==> src/rtl/fwcr_pkg.sv <==
// Package for the framed wheel count receiver.
// Holds frame constants, the parser phase type and the result struct.
// No dependencies.
package fwcr_pkg;

  localparam logic [7:0] HdrFirst   = 8'hFE;
  localparam logic [7:0] HdrSecond  = 8'hFA;
  localparam logic [7:0] Trailer    = 8'hFF;
  localparam logic [2:0] PayloadLen = 3'd4;

  typedef enum logic [1:0] {
    PH_HUNT  = 2'd0,
    PH_HDR2  = 2'd1,
    PH_DATA  = 2'd2,
    PH_TRAIL = 2'd3
  } phase_t;

  typedef struct packed {
    logic               hit;
    logic signed [15:0] front_count;
    logic signed [15:0] back_count;
  } result_t;

endpackage

==> src/rtl/fwcr_in_reg.sv <==
// Input register for the framed wheel count receiver.
// Holds one received byte until the parser stage takes it; uses fwcr_pkg.
module fwcr_in_reg
  import fwcr_pkg::*;
(
  input  logic       clk,
  input  logic       rst,
  input  logic       in_valid,
  input  logic [7:0] rx_byte,
  output logic       in_stall,
  input  logic       advance,
  output logic       held_valid,
  output logic [7:0] held_byte
);

  assign in_stall = held_valid && !advance;

  always_ff @(posedge clk) begin
    if (rst) begin
      held_valid <= 1'b0;
    end else if (!in_stall) begin
      held_valid <= in_valid;
    end
  end

  always_ff @(posedge clk) begin
    if (in_valid && !in_stall) begin
      held_byte <= rx_byte;
    end
  end

endmodule

==> src/rtl/fwcr_parser.sv <==
// Frame parser for the framed wheel count receiver.
// Tracks the header, payload and trailer phases and builds the result; uses fwcr_pkg.
module fwcr_parser
  import fwcr_pkg::*;
(
  input  logic       clk,
  input  logic       rst,
  input  logic       step,
  input  logic [7:0] byte_in,
  output result_t    res
);

  phase_t     phase, phase_next;
  logic [2:0] bytes_left, bytes_left_next;
  logic [7:0] payload [4];
  logic       store_en;
  logic [1:0] store_idx;
  logic [2:0] left_dec;

  assign store_idx = 2'(3'd0 - bytes_left);
  assign left_dec  = bytes_left - 3'd1;

  always_comb begin
    phase_next      = phase;
    bytes_left_next = bytes_left;
    store_en        = 1'b0;
    res.hit         = 1'b0;
    res.front_count = {payload[0], payload[1]};
    res.back_count  = {payload[2], payload[3]};
    priority if (byte_in == HdrFirst && phase == PH_HUNT) begin
      phase_next = PH_HDR2;
    end else if (byte_in == HdrSecond && phase == PH_HDR2) begin
      phase_next = PH_DATA;
    end else if (phase == PH_DATA && bytes_left != 3'd0) begin
      store_en        = 1'b1;
      bytes_left_next = left_dec;
      if (left_dec == 3'd0) begin
        phase_next = PH_TRAIL;
      end
    end else if (phase == PH_TRAIL) begin
      phase_next      = PH_HUNT;
      bytes_left_next = PayloadLen;
      res.hit         = (byte_in == Trailer);
    end else begin
      phase_next      = PH_HUNT;
      bytes_left_next = PayloadLen;
    end
  end

  always_ff @(posedge clk) begin
    if (rst) begin
      phase      <= PH_HUNT;
      bytes_left <= PayloadLen;
    end else if (step) begin
      phase      <= phase_next;
      bytes_left <= bytes_left_next;
    end
  end

  always_ff @(posedge clk) begin
    if (step && store_en) begin
      payload[store_idx] <= byte_in;
    end
  end

  a_data_has_count: assert property (@(posedge clk) disable iff (rst)
    phase == PH_DATA |-> bytes_left != 3'd0 && bytes_left <= PayloadLen)
    else $error("payload phase with an invalid byte count");

  a_trail_count_zero: assert property (@(posedge clk) disable iff (rst)
    phase == PH_TRAIL |-> bytes_left == 3'd0)
    else $error("trailer phase with payload bytes outstanding");

  a_trail_returns: assert property (@(posedge clk) disable iff (rst)
    step && phase == PH_TRAIL |=> phase == PH_HUNT && bytes_left == PayloadLen)
    else $error("parser did not return to hunting after the trailer byte");

endmodule

==> src/rtl/fwcr_out_reg.sv <==
// Result register for the framed wheel count receiver.
// Holds one decoded frame until the receiving side takes it; uses fwcr_pkg.
module fwcr_out_reg
  import fwcr_pkg::*;
(
  input  logic               clk,
  input  logic               rst,
  input  logic               step,
  input  result_t            res,
  output logic               ready,
  output logic               out_valid,
  input  logic               out_stall,
  output logic signed [15:0] front_count,
  output logic signed [15:0] back_count
);

  assign ready = !out_valid || !out_stall;

  always_ff @(posedge clk) begin
    if (rst) begin
      out_valid <= 1'b0;
    end else if (ready) begin
      out_valid <= step && res.hit;
    end
  end

  always_ff @(posedge clk) begin
    if (ready && step && res.hit) begin
      front_count <= res.front_count;
      back_count  <= res.back_count;
    end
  end

endmodule

==> src/rtl/framed_wheel_count_receiver_top.sv <==
// Top level of the framed wheel count receiver.
// Instantiates fwcr_in_reg, fwcr_parser and fwcr_out_reg; uses fwcr_pkg.
//
// The receiver takes one serial byte per transaction and looks for frames of
// the form FE FA p0 p1 p2 p3 FF. For each frame with a good trailer it issues
// one output transaction carrying front_count = p0:p1 and back_count = p2:p3,
// both signed big-endian. Broken frames are dropped without output, and the
// byte that broke a frame is not taken as the start of a new one. One byte is
// accepted every clock cycle while the output is not stalled; a byte is held in the
// input register, parsed by the phase logic, and a finished frame is placed in
// the result register as its trailer byte is parsed. A stalled output transaction
// holds up input only once the single input register behind it is also full.
module framed_wheel_count_receiver_top
  import fwcr_pkg::*;
(
  input  logic               clk,
  input  logic               rst,
  input  logic               in_valid,
  output logic               in_stall,
  input  logic [7:0]         rx_byte,
  output logic               out_valid,
  input  logic               out_stall,
  output logic signed [15:0] front_count,
  output logic signed [15:0] back_count
);

  logic       held_valid;
  logic [7:0] held_byte;
  logic       ready;
  logic       step;
  result_t    res;

  assign step = held_valid && ready;

  fwcr_in_reg u_in_reg (
    .clk        (clk),
    .rst        (rst),
    .in_valid   (in_valid),
    .rx_byte    (rx_byte),
    .in_stall   (in_stall),
    .advance    (ready),
    .held_valid (held_valid),
    .held_byte  (held_byte)
  );

  fwcr_parser u_parser (
    .clk     (clk),
    .rst     (rst),
    .step    (step),
    .byte_in (held_byte),
    .res     (res)
  );

  fwcr_out_reg u_out_reg (
    .clk         (clk),
    .rst         (rst),
    .step        (step),
    .res         (res),
    .ready       (ready),
    .out_valid   (out_valid),
    .out_stall   (out_stall),
    .front_count (front_count),
    .back_count  (back_count)
  );

endmodule
==> config.mk <==
export PLATFORM = sky130hd
export DESIGN_NAME = framed_wheel_count_receiver_top
export DESIGN_NICKNAME = d
export VERILOG_FILES = /design/src/rtl/fwcr_pkg.sv /design/src/rtl/fwcr_in_reg.sv /design/src/rtl/fwcr_parser.sv /design/src/rtl/fwcr_out_reg.sv /design/src/rtl/framed_wheel_count_receiver_top.sv
export SDC_FILE = /design/constraint.sdc
export NUM_CORES = 1
export LEC_CHECK = 0
export ABC_AREA = 0
export BUFFER_PORTS_ARGS = -buffer_cell sky130_fd_sc_hd__buf_2
export CAP_MARGIN = 10
export CORE_MARGIN = 1.5
export CORE_UTILIZATION = 35
export DETAILED_ROUTE_END_ITERATION = 8
export GPL_TIMING_DRIVEN = 0
export PLACE_DENSITY = 0.65
export RECOVER_POWER = 100
export SLEW_MARGIN = 25
export SYNTH_ARGS = -nofsm -noshare
export SYNTH_HDL_FRONTEND = slang
export SYNTH_SLANG_ARGS = --single-unit
==> constraint.sdc <==
create_clock -name clk -period 4.6 [get_ports clk]
set_input_delay 0.46 -clock clk [delete_from_list [all_inputs] [get_ports clk]]
set_output_delay 0.46 -clock clk [all_outputs]
set_load 0.005 [all_outputs]
==> results of run 1 <==
-- state kept, by name, indices dropped and copies added (netlist names) --
name                 count
u_parser.bytes_left      3
back_count              16
front_count             16
u_parser.payload        32
u_in_reg.held_valid      1
u_in_reg.held_byte       8
u_parser.phase           2
u_out_reg.out_valid      1
-- cell type report --
cell class	instances	area, sq um	share of cell area (%)
repair buffers	50	230.2	7.102
well taps	99	123.9	3.821
inverters	4	15.01	0.4631
clock inverters	6	93.84	2.895
flip-flops and latches	79	2302	71.02
clock buffers	10	127.6	3.937
multi-input cells	46	349.1	10.77
-- cell families (layout without fill, tap and decap cells) --
kind of cell / Yosys count / after routing
AO/OA/AOI/OAI: 13 / 13
flip-flops: 79 / 79
AND/OR/NAND/NOR: 25 / 25
XOR/XNOR: 1 / 1
buffers and inverters: 4 / 70
adder cells (fa/ha/maj): 7 / 7
-- critical path, stage by stage, from the launching register on --
cell and delay [ps]:
edfxtp_1 520, nand4_1 130, nor4_1 1070, clkbuf_1 310, clkbuf_1 390, clkbuf_1 280
-- power breakdown --
group	total (mW)	switching [mW]	internal (mW)
clock	0.555	0.246	0.309
combinational	0.0235	0.0138	0.00974
sequential	0.802	0.0121	0.790
-- layout by cell type, fill, tap and decap left out, types with 2 or more instances in the layout --
| cell | n |
|---|---|
| clkbuf_8 | 9 |
| nand4_1 | 5 |
| a21oi_1 | 3 |
| o21a_1 | 2 |
| nand2_1 | 2 |
| nand4b_1 | 2 |
| and3_1 | 5 |
| ha_1 | 7 |
| bufinv_16 | 2 |
| buf_2 | 34 |
| inv_1 | 4 |
| clkbuf_1 | 17 |
| edfxtp_1 | 72 |
| clkinv_4 | 2 |
| nor2_1 | 2 |
| dfxtp_1 | 7 |
| o21ai_0 | 2 |
-- per-layer routing --
layer  global-route usage (%)  vias up  routed length (um)
met5                        0        -                   0
met4                    5.556        0                  65
met3                    4.209        6                 245
met2                    18.12       53                2057
met1                    13.28      627                1883
li1                         -      637                   -
-- worst min path at each step --
stage	start	end	slack, ps	cells past startpoint
6_report	rx_byte[0]	u_in_reg.held_byte[0]	290	1
3_5_place_dp	u_parser.payload[2][6]	back_count[14]	400	0
4_1_cts	rx_byte[0]	u_in_reg.held_byte[0]	270	1
2_1_floorplan	u_parser.payload[3][0]	back_count[0]	400	0
5_1_grt	rx_byte[0]	u_in_reg.held_byte[0]	270	1
3_3_place_gp	u_parser.payload[0][1]	front_count[9]	400	0
==> run summary, run 1 <==
0 antenna diodes ended up in the layout. Setup repair after global routing left no endpoint under its margin. In this run the core area contains 31 standard-cell rows.

In the synthesized netlist, the number of instances is 129. Yosys printed 0 warnings. By count the netlist is led by edfxtp_1 (72), dfxtp_1 (7), ha_1 (7), and3_1 (5), nand4_1 (5). The average vias per placed instance is 4.500, and the post-detailed-placement cell area is 3047 sq um. Max-slew violation count: 0.

Among all cell types in the netlist, the one instantiated most often is edfxtp_1. For the insertion delay to the later sink of the worst-skew pair, the log shows 340 ps. For the total DRC errors in the routed layout, the log shows 0. Number of CTS-inserted buffers: 9. The logs give 1.131 nW for the leakage power and 3 for the number of H-tree levels. STA puts the critical path data required time at 4630 ps. The worst setup path is captured at a register. The logs give 209 for the number of nets at the end of the flow and 3242 sq um for the post-route cell area. The growth of design area from synthesis to finish is 21.59%, and the global-route usage over all layers is 11.26%. The portion of synthesized area spent on multiplexers is 0%.

The adder-cell share of the synthesized area came out at 3.285%. The utilization of the core after routing was 44.22%; the number of global-route vias before repair was 1,272. The number of DRC violations after detailed-routing iteration 0 is 96, and the post-layout total power is 1.380 mW. Measured along the y axis, the die boundary spans 90.28 um.

The tools report the capture instance of the worst register-to-register path as back_count[9]. The fraction of final layout cells sized beyond drive strength 1 is 26.15%. The post-route antenna net violation count was 0; the post-synthesis area per instance was 20.67 sq um. The die outline area is 8150 sq um, and the count of boundary I/O pins is 46. The layout filler cell count is 665. The worst setup slack for register-to-register paths was 1580 ps. Hold timing on the final database bottoms out at a slack of 286.5 ps. Ranked by total cell area, the synthesized netlist is headed by edfxtp_1 (81%), dfxtp_1 (5.3%), ha_1 (3.3%). Timing analysis after detailed placement gives a worst setup slack of 2031 ps. The path class of the tightest hold or removal check is primary input to register. The pre-antenna-repair detailed-routing pass consisted of 4 iterations.

The starting density of the core came out at 36.37%. The headroom to the max-slew limit is 14.06%. The logs give 7331 sq um for the core footprint and 2987 um for the placed wire-length estimate after detailed placement. Final setup violation count: 0. Of the post-synthesis cell area, the dominant cell type holds 81.09%.

In this run, synthesis produced a sequential element count of 79. Summing the areas of all compound-gate instances in the mapped netlist gives 3.379% of the synthesized area. Summed over all instances, the cell type with the most area after synthesis is edfxtp_1. Overall via count from detail_route: 1,323.

CTS root buffer: clkbuf_8. In the finished design, the share of the clock period the worst path needs comes to 65.55%. The worst path in the final design needs a cycle of 3015 ps, including I/O delays and setup.

Predominant post-synthesis flop cell: edfxtp_1. The total of cells resized after clock tree synthesis was 0; the total detailed-routing wirelength was 4252 um. For the number of buffers between clock root and the deepest sink, the log shows 2. The logs give 294 for the final non-filler cell total and 28 for the post-synthesis cell type count. TritonCTS built the clock tree.

The cell area that synthesis handed to floorplanning was 2666 sq um. After detailed routing, the average wire length per cell comes to 14.46 um. The worst-margin pin slew was 1277 ps; the number of enable-type register cells in the synthesized netlist was 72. The net count after synthesis was 148.

The number of antenna violations at the first check in global routing came out at 0. The synthesized netlist devotes 0.3285% of its cell area to XOR and XNOR gates. The type of origin of the critical path is a register. Of the synthesized area, sequential elements account for 86.34%. The die is 90.28 um wide. The count of max-cap constraint violations was 0; the proportion of synthesized flip-flops having asynchronous set or reset was 0%.

The maximum fanout along the worst path came out at 8. The worst path meets setup with 1585 ps of slack. The setup path with the least slack is of type register to register. For the worst flop-to-flop path, the logic depth is 5.

After global routing the overflow that remains totals 0. The worst register-to-register path begins at u_in_reg.held_byte[2]. After detailed placement, the design holds a cell count of 278.

The run gives 0 ps as the total negative slack for setup checks. Entering global routing, the biggest net connects 15 pins. Clock transition at the registers of the reported paths: 80 ps.

Between clock sinks in the finished design, the worst skew comes to 9.848 ps. The count of final hold-check violations is 0. The run finished with clean final reports. The wire length of the first global-routing pass was 6693 um. The congestion estimate from routability-driven global placement came to 0.8311.

In this run the worst setup path begins at u_in_reg.held_byte[2]. For this design the ratio of total power to cell area is 425.7 nW/um^2. The tools report the peak ir drop on the vdd network as 254.7 uV. The run gives 79 as the total clock sinks. The simple-gate share of the synthesized area was 6.100%.

After synthesis, the largest family of logic cells by area is simple AND/OR/NAND/NOR gates. The post-CTS repair timing setup buffer count was 0; the number of port buffers was 45. The arrival time at the worst endpoint came out at 3040 ps. End point of the critical path: back_count[9]. Timing would allow up to 331.7 MHz. The tools report the count of hold-fix buffers inserted at cts as 0.
(Power assumes the default switching activity.)
==> run 2, diff against run 1 <==
==> constraint.sdc (replaced) <==
create_clock -name clk -period 2.5 [get_ports clk]
set_input_delay 0.25 -clock clk [delete_from_list [all_inputs] [get_ports clk]]
set_output_delay 0.25 -clock clk [all_outputs]
set_load 0.005 [all_outputs]
==> run summary, run 2 (synthesized netlist as in run 1, its figures left out) <==
The number of iterations in the first detailed-routing pass is 4 (unchanged). The tools report the highest clock rate as 454.5 MHz (+37%). The number of flip-flops in the largest register is 32 (unchanged), and the number of buffers between clock root and the deepest sink is 2 (unchanged). The number of global-route vias before repair came out at 1,181 (-7.2%). The post-layout minimum cycle time works out to 2200 ps (-815.1 ps). The count of hold-fix buffers inserted at cts was 0 (unchanged); the number of DRC violations after detailed-routing iteration 0 was 141 (+47%). For the final non-filler cell total, the log shows 291 (-1.0%). The largest registers in the layout are u_parser.payload x32, back_count x16, front_count x16. The antenna diode count is 0 (unchanged), and the clock transition at the registers of the reported paths is 70 ps (about the same). The number of rows created at floorplan was 31 (unchanged). For the post-route antenna net violation count, the log shows 0 (unchanged). The number of CTS-inserted buffers is 9 (unchanged). For the count of final hold-check violations, the log shows 0 (unchanged). The worst-margin pin slew was 756.4 ps (-520.9 ps). The path class of the lowest-slack min-delay path was primary input to register. For the critical path data required time, the log shows 2480 ps (-2150 ps). The post-CTS repair timing setup buffer count came out at 0 (unchanged). Type of origin of the critical path: a register. The minimum hold slack was 92.83 ps (-193.7 ps); the fraction of final layout cells sized beyond drive strength 1 was 27.08% (+0.93 points). The total DRC errors in the routed layout is 0 (unchanged). The post-layout total power is 2.280 mW (+65%). Leaving out fill and tap cells, the most frequent cell in the layout is edfxtp_1. The growth of design area from synthesis to finish was 19.76%; the largest net degree at the start of global routing was 14 (-1). The number of port buffers was 45 (unchanged). CTS root buffer: clkbuf_8.

The number of nets at the end of the flow is 207 (-0.96%). The tools report the maximum clock skew at final layout as 8.399 ps (-1.450 ps). Top register by number of flip-flops: u_parser.payload. The total clock sinks was 79 (unchanged); the instance count after placement with tap cells included was 276 (-0.72%). The average wire per cell in the routed design was 13.27 um (-8.3%); the maximum fanout along the worst path was 8 (unchanged).

The average vias per placed instance was 4.412 (-1.9%). For the final setup violation count, the log shows 0 (unchanged). Wire length of the first global-routing pass: 6058 um (-9.5%).

Setup repair after global routing left no endpoint under its margin. The worst setup path is captured at a register. The total detailed-routing wirelength is 3861 um (-9.2%), and the worst hold path stage count is 1 (unchanged). The utilization of the core after routing was 43.56% (-0.67 points); the die outline height was 90.28 um (unchanged). The count of max-cap constraint violations is 0 (unchanged).

The power per cell area is 714.1 nW/um^2 (+68%). The logs give 0 (unchanged) for the total global routing overflow and 330 ps (about the same) for the insertion delay to the later sink of the worst-skew pair. TritonCTS built the clock tree.

The arrival time at the worst endpoint was 2180 ps (-860 ps). The count of boundary I/O pins was 46 (unchanged). The fraction of the cycle the final worst path needs was 88.01% (+22 points); the post-detailed-placement cell area was 3060 sq um (+0.45%). The number of H-tree levels is 3 (unchanged). The die outline area is 8150 sq um (unchanged), and the peak ir drop on the vdd network is 292.0 uV (+15%).

The tools report the post-route cell area as 3193 sq um (-1.5%). The logs give 36.37% (unchanged) for the starting density of the core and 10.11% (-1.1 points) for the global-route usage over all layers. The run finished with clean final reports. The logs give 49.47% (+35 points) for the headroom to the max-slew limit and 0 ps (unchanged) for the total negative slack for setup checks. The tools report the max-slew violation count as 0 (unchanged). The worst setup path is of the register to register kind. The tools report the worst setup slack after layout as 299.9 ps (-1285 ps).

The weighted congestion at the end of routability-driven global placement was 0.8529 (+2.6%); the leakage power was 1.112 nW (-1.7%). Minimum setup slack after placement: 7.798 ps (-2023 ps). Die width: 90.28 um (unchanged).

The depth of the worst register-to-register path was 5 (unchanged). The number of antenna violations at the first check in global routing is 0 (unchanged). The core footprint is 7331 sq um (unchanged).

The placed wire-length estimate after detailed placement came out at 2633 um (-12%). The library cells used most frequently in the layout, excluding fill and tap cells, are edfxtp_1 (72), buf_2 (34), clkbuf_1 (12). The overall via count from detail_route came out at 1,284 (-2.9%).
## run 2: critical path: stages, from the launching register on
cell	delay (ps)
dfxtp_1	410
inv_1	120
ha_1	220
ha_1	190
nor3b_2	370
and3_1	530
## run 2: metal layers
layer  wire, um  vias up  GRT usage, %
met4         27        0         3.968
met2       1713       47         14.58
li1           -      628             -
met3        213        2         5.051
met5          0        -             0
met1       1906      607         13.00
## run 2: final timing paths
| check | start | slack [ps] | endpoint |
|---|---|---|---|
| setup / recovery | u_parser.bytes_left[0] | 300 | u_parser.payload[1][6] |
| hold / removal | rx_byte[3] | 90 | u_in_reg.held_byte[3] |
| setup reg to reg | u_parser.bytes_left[0] | 300 | u_parser.payload[1][6] |
| hold reg to reg | u_parser.payload[0][7] | 410 | front_count[15] |
## run 2: report_power, final
part	switching (mW)	total, mW	internal (mW)
Combinational	0.0249	0.0428	0.0179
Clock	0.413	0.762	0.349
Sequential	0.0217	1.48	1.45
Total	0.460	2.28	1.82
## run 2: cell type report
cell class	instances	area (sq um)
fillers	651	4138
flip-flops and latches	79	2302
multi-input cells	46	354.1
repair buffers	48	237.7
clock buffers	9	123.9
well taps	99	123.9
clock inverters	6	36.28
inverters	4	15.01
## run 2: what timing repair did
action                                 4_1_cts  5_1_grt
setup endpoints to repair                    5        0
endpoints found under the hold margin        0        0
resized for setup                            1        0
==> run 3, diff against run 2 <==
--- a/config.mk
+++ b/config.mk
@@ -18,3 +18,4 @@
 export SYNTH_ARGS = -nofsm -noshare
 export SYNTH_HDL_FRONTEND = slang
 export SYNTH_SLANG_ARGS = --single-unit
+export TNS_END_PERCENT = 50
==> constraint.sdc (replaced) <==
create_clock -name clk -period 2.5 [get_ports clk]
set_input_delay 0 -clock clk [delete_from_list [all_inputs] [get_ports clk]]
set_output_delay 0 -clock clk [all_outputs]
set_load 0.005 [all_outputs]
==> run summary, run 3 (synthesized netlist as in run 1, its figures left out) <==
The flow ran to the end, and the final reports show no timing, DRC or antenna violations. The largest net degree at the start of global routing came out at 14 (unchanged). The tools report the number of antenna violations at the first check in global routing as 0 (unchanged).

The run gives 0 (unchanged) as the count of max-cap constraint violations. The power per cell area is 697.4 nW/um^2 (-2.3%), and the number of nets at the end of the flow is 217 (+4.8%). For the critical path data required time, the log shows 2480 ps (about the same). Minimum setup slack after placement: 7.798 ps (unchanged). Setup repair after global routing left no endpoint under its margin. Fraction of the cycle the final worst path needs: 88.30% (+0.29 points). The critical path goes through inv_1, ha_1, ha_1, nor3b_2, and3_1. Counting stages on the worst path, the most repeated cell is ha_1. Number of rows created at floorplan: 31 (unchanged). The run gives 37.76 ps (-55.07 ps) as the minimum hold slack. The layout filler cell count was 648 (-0.46%).

For the total clock sinks, the log shows 79 (unchanged). Worst setup slack after layout: 292.6 ps (-7.238 ps). The tools report the starting density of the core as 36.37% (unchanged). The tools report the overall via count from detail_route as 1,319 (+2.7%). TritonCTS built the clock tree. On the critical path, the stage with the largest delay is an instance of and3_1. The family of cells with the greatest summed delay on the critical path was simple AND/OR/NAND/NOR gates. The run gives 104 (-26%) as the number of DRC violations after detailed-routing iteration 0.

The run gives 4 (unchanged) as the number of iterations in the first detailed-routing pass. The CTS root buffer was clkbuf_8. The number of port buffers works out to 45 (unchanged). In the layout the commonest cells are edfxtp_1 (72), buf_2 (32), clkbuf_1 (14).

Maximum clock skew at final layout: 6.770 ps (-1.629 ps). Count of final hold-check violations: 0 (unchanged). Total detailed-routing wirelength: 3944 um (+2.1%). From synthesis to final layout, the design area changed by 23.42%.

The worst-margin pin slew came out at 757.8 ps (+1.379 ps). The run gives 44.89% (+1.3 points) as the utilization of the core after routing. The die outline height is 90.28 um (unchanged), and the final setup violation count is 0 (unchanged). The run gives 453.0 MHz (-0.33%) as the highest clock rate. The peak ir drop on the vdd network came out at 289.0 uV (-1.0%). The number of CTS-inserted buffers was 9 (unchanged). The antenna diode count was 0 (unchanged); the placed wire-length estimate after detailed placement was 2633 um (unchanged).

The maximum fanout along the worst path was 8 (unchanged). The headroom to the max-slew limit is 49.38% (-0.092 points), and the leakage power is 1.148 nW (+3.3%). The tools report the count of boundary I/O pins as 46 (unchanged). The wire length of the first global-routing pass was 6341 um (+4.7%). The number of global-route vias before repair was 1,267 (+7.3%); the arrival time at the worst endpoint was 2190 ps (about the same). The total DRC errors in the routed layout was 0 (unchanged); the average wire per cell in the routed design was 13.10 um (-1.2%).

The weighted congestion at the end of routability-driven global placement came out at 0.8529 (unchanged). The sum of buffers and inverters on the critical path was 1 (unchanged); the total global routing overflow was 0 (unchanged). The run gives 3 (unchanged) as the number of H-tree levels. Path class of the lowest-slack min-delay path: primary input to register. The library cell used most frequently in the layout, excluding fill and tap cells, is edfxtp_1. The clock transition at the registers of the reported paths works out to 70 ps (about the same).

The fraction of final layout cells sized beyond drive strength 1 was 24.75% (-2.3 points); the max-slew violation count was 0 (unchanged). Post-layout total power: 2.295 mW (+0.64%). The average vias per placed instance is 4.382 (-0.69%), and the insertion delay to the later sink of the worst-skew pair is 330 ps (about the same). The number of buffers between clock root and the deepest sink came out at 2 (unchanged). Peak per-stage delay on the critical path: 540 ps (about the same).

The setup path with the least slack is of type register to register. Counting flops per register, the top entry is u_parser.payload. The tools report the core footprint as 7331 sq um (unchanged). The largest registers in the layout are u_parser.payload x32, back_count x16, front_count x16. The die width came out at 90.28 um (unchanged). The post-route antenna net violation count is 0 (unchanged). The worst setup path is captured at a register. The die outline area came out at 8150 sq um (unchanged). The global-route usage over all layers came out at 10.49% (+0.38 points). The worst setup path is launched from a register. Number of flip-flops in the largest register: 32 (unchanged).

The post-layout minimum cycle time came out at 2207 ps (+7.238 ps).
==> run 3: cell count changes in the layout (fill, tap and decap cells not counted) <==
cell and delta:
buf_2 -2, clkbuf_1 +2, dlygate4sd3_1 +10
==> run 3: stage by stage <==
stage	instance area, sq um	setup TNS [ps]	std cells
6_report	3291	0	301
5_1_grt	3291	0	301
4_1_cts	3326	0	301
3_5_place_dp	3060	0	276
3_3_place_gp	3030	-4607	273
2_1_floorplan	2681	0	129
==> run 3: where the power goes <==
group	switching (mW)	leakage (nW)	internal [mW]	total, mW
Clock	0.416	0.0766	0.349	0.765
Combinational	0.0270	0.361	0.0278	0.0547
Sequential	0.0217	0.711	1.45	1.48
==> run 3: area by class of cell <==
class,instances,area (sq um),area share [%]
multi-input combinational,46,354.1,10.76
clock inverter,6,36.28,1.103
sequential,79,2302,69.96
timing repair buffer,58,335.3,10.19
inverter,4,15.01,0.4563
tap,99,123.9,3.764
clock buffer,9,123.9,3.764
==> run 3: timing repair <==
item / in CTS / in global routing
endpoints found under the setup margin: 5 / 0
setup buffers: 0 / 0
hold buffers: 10 / 0
endpoints found under the hold margin: 12 / 0
resized for setup: 1 / 0
==> run 3: worst register-to-register path, cell delays in order (launching register included) <==
cell     delay (ps)
dfxtp_1         410
inv_1           120
ha_1            220
ha_1            190
nor3b_2         370
and3_1          540
==> run 3: layer usage <==
metal,up-vias,part of all wire [%],track usage (%)
li1,649,-,-
met1,614,48,13.17
met2,49,44,15.72
met3,7,6.0,5.051
met4,0,1.3,3.968
met5,-,0,0
==> run 3: worst paths after layout <==
check                                            start                endpoint  slack [ps]  depth (start not counted)
worst max-delay path            u_parser.bytes_left[0]  u_parser.payload[1][6]         290                          5
worst min-delay path                         out_stall     u_out_reg.out_valid          40                          3
worst max register to register  u_parser.bytes_left[0]  u_parser.payload[1][6]         290                          5
worst min register to register  u_parser.payload[0][7]         front_count[15]         420                          0
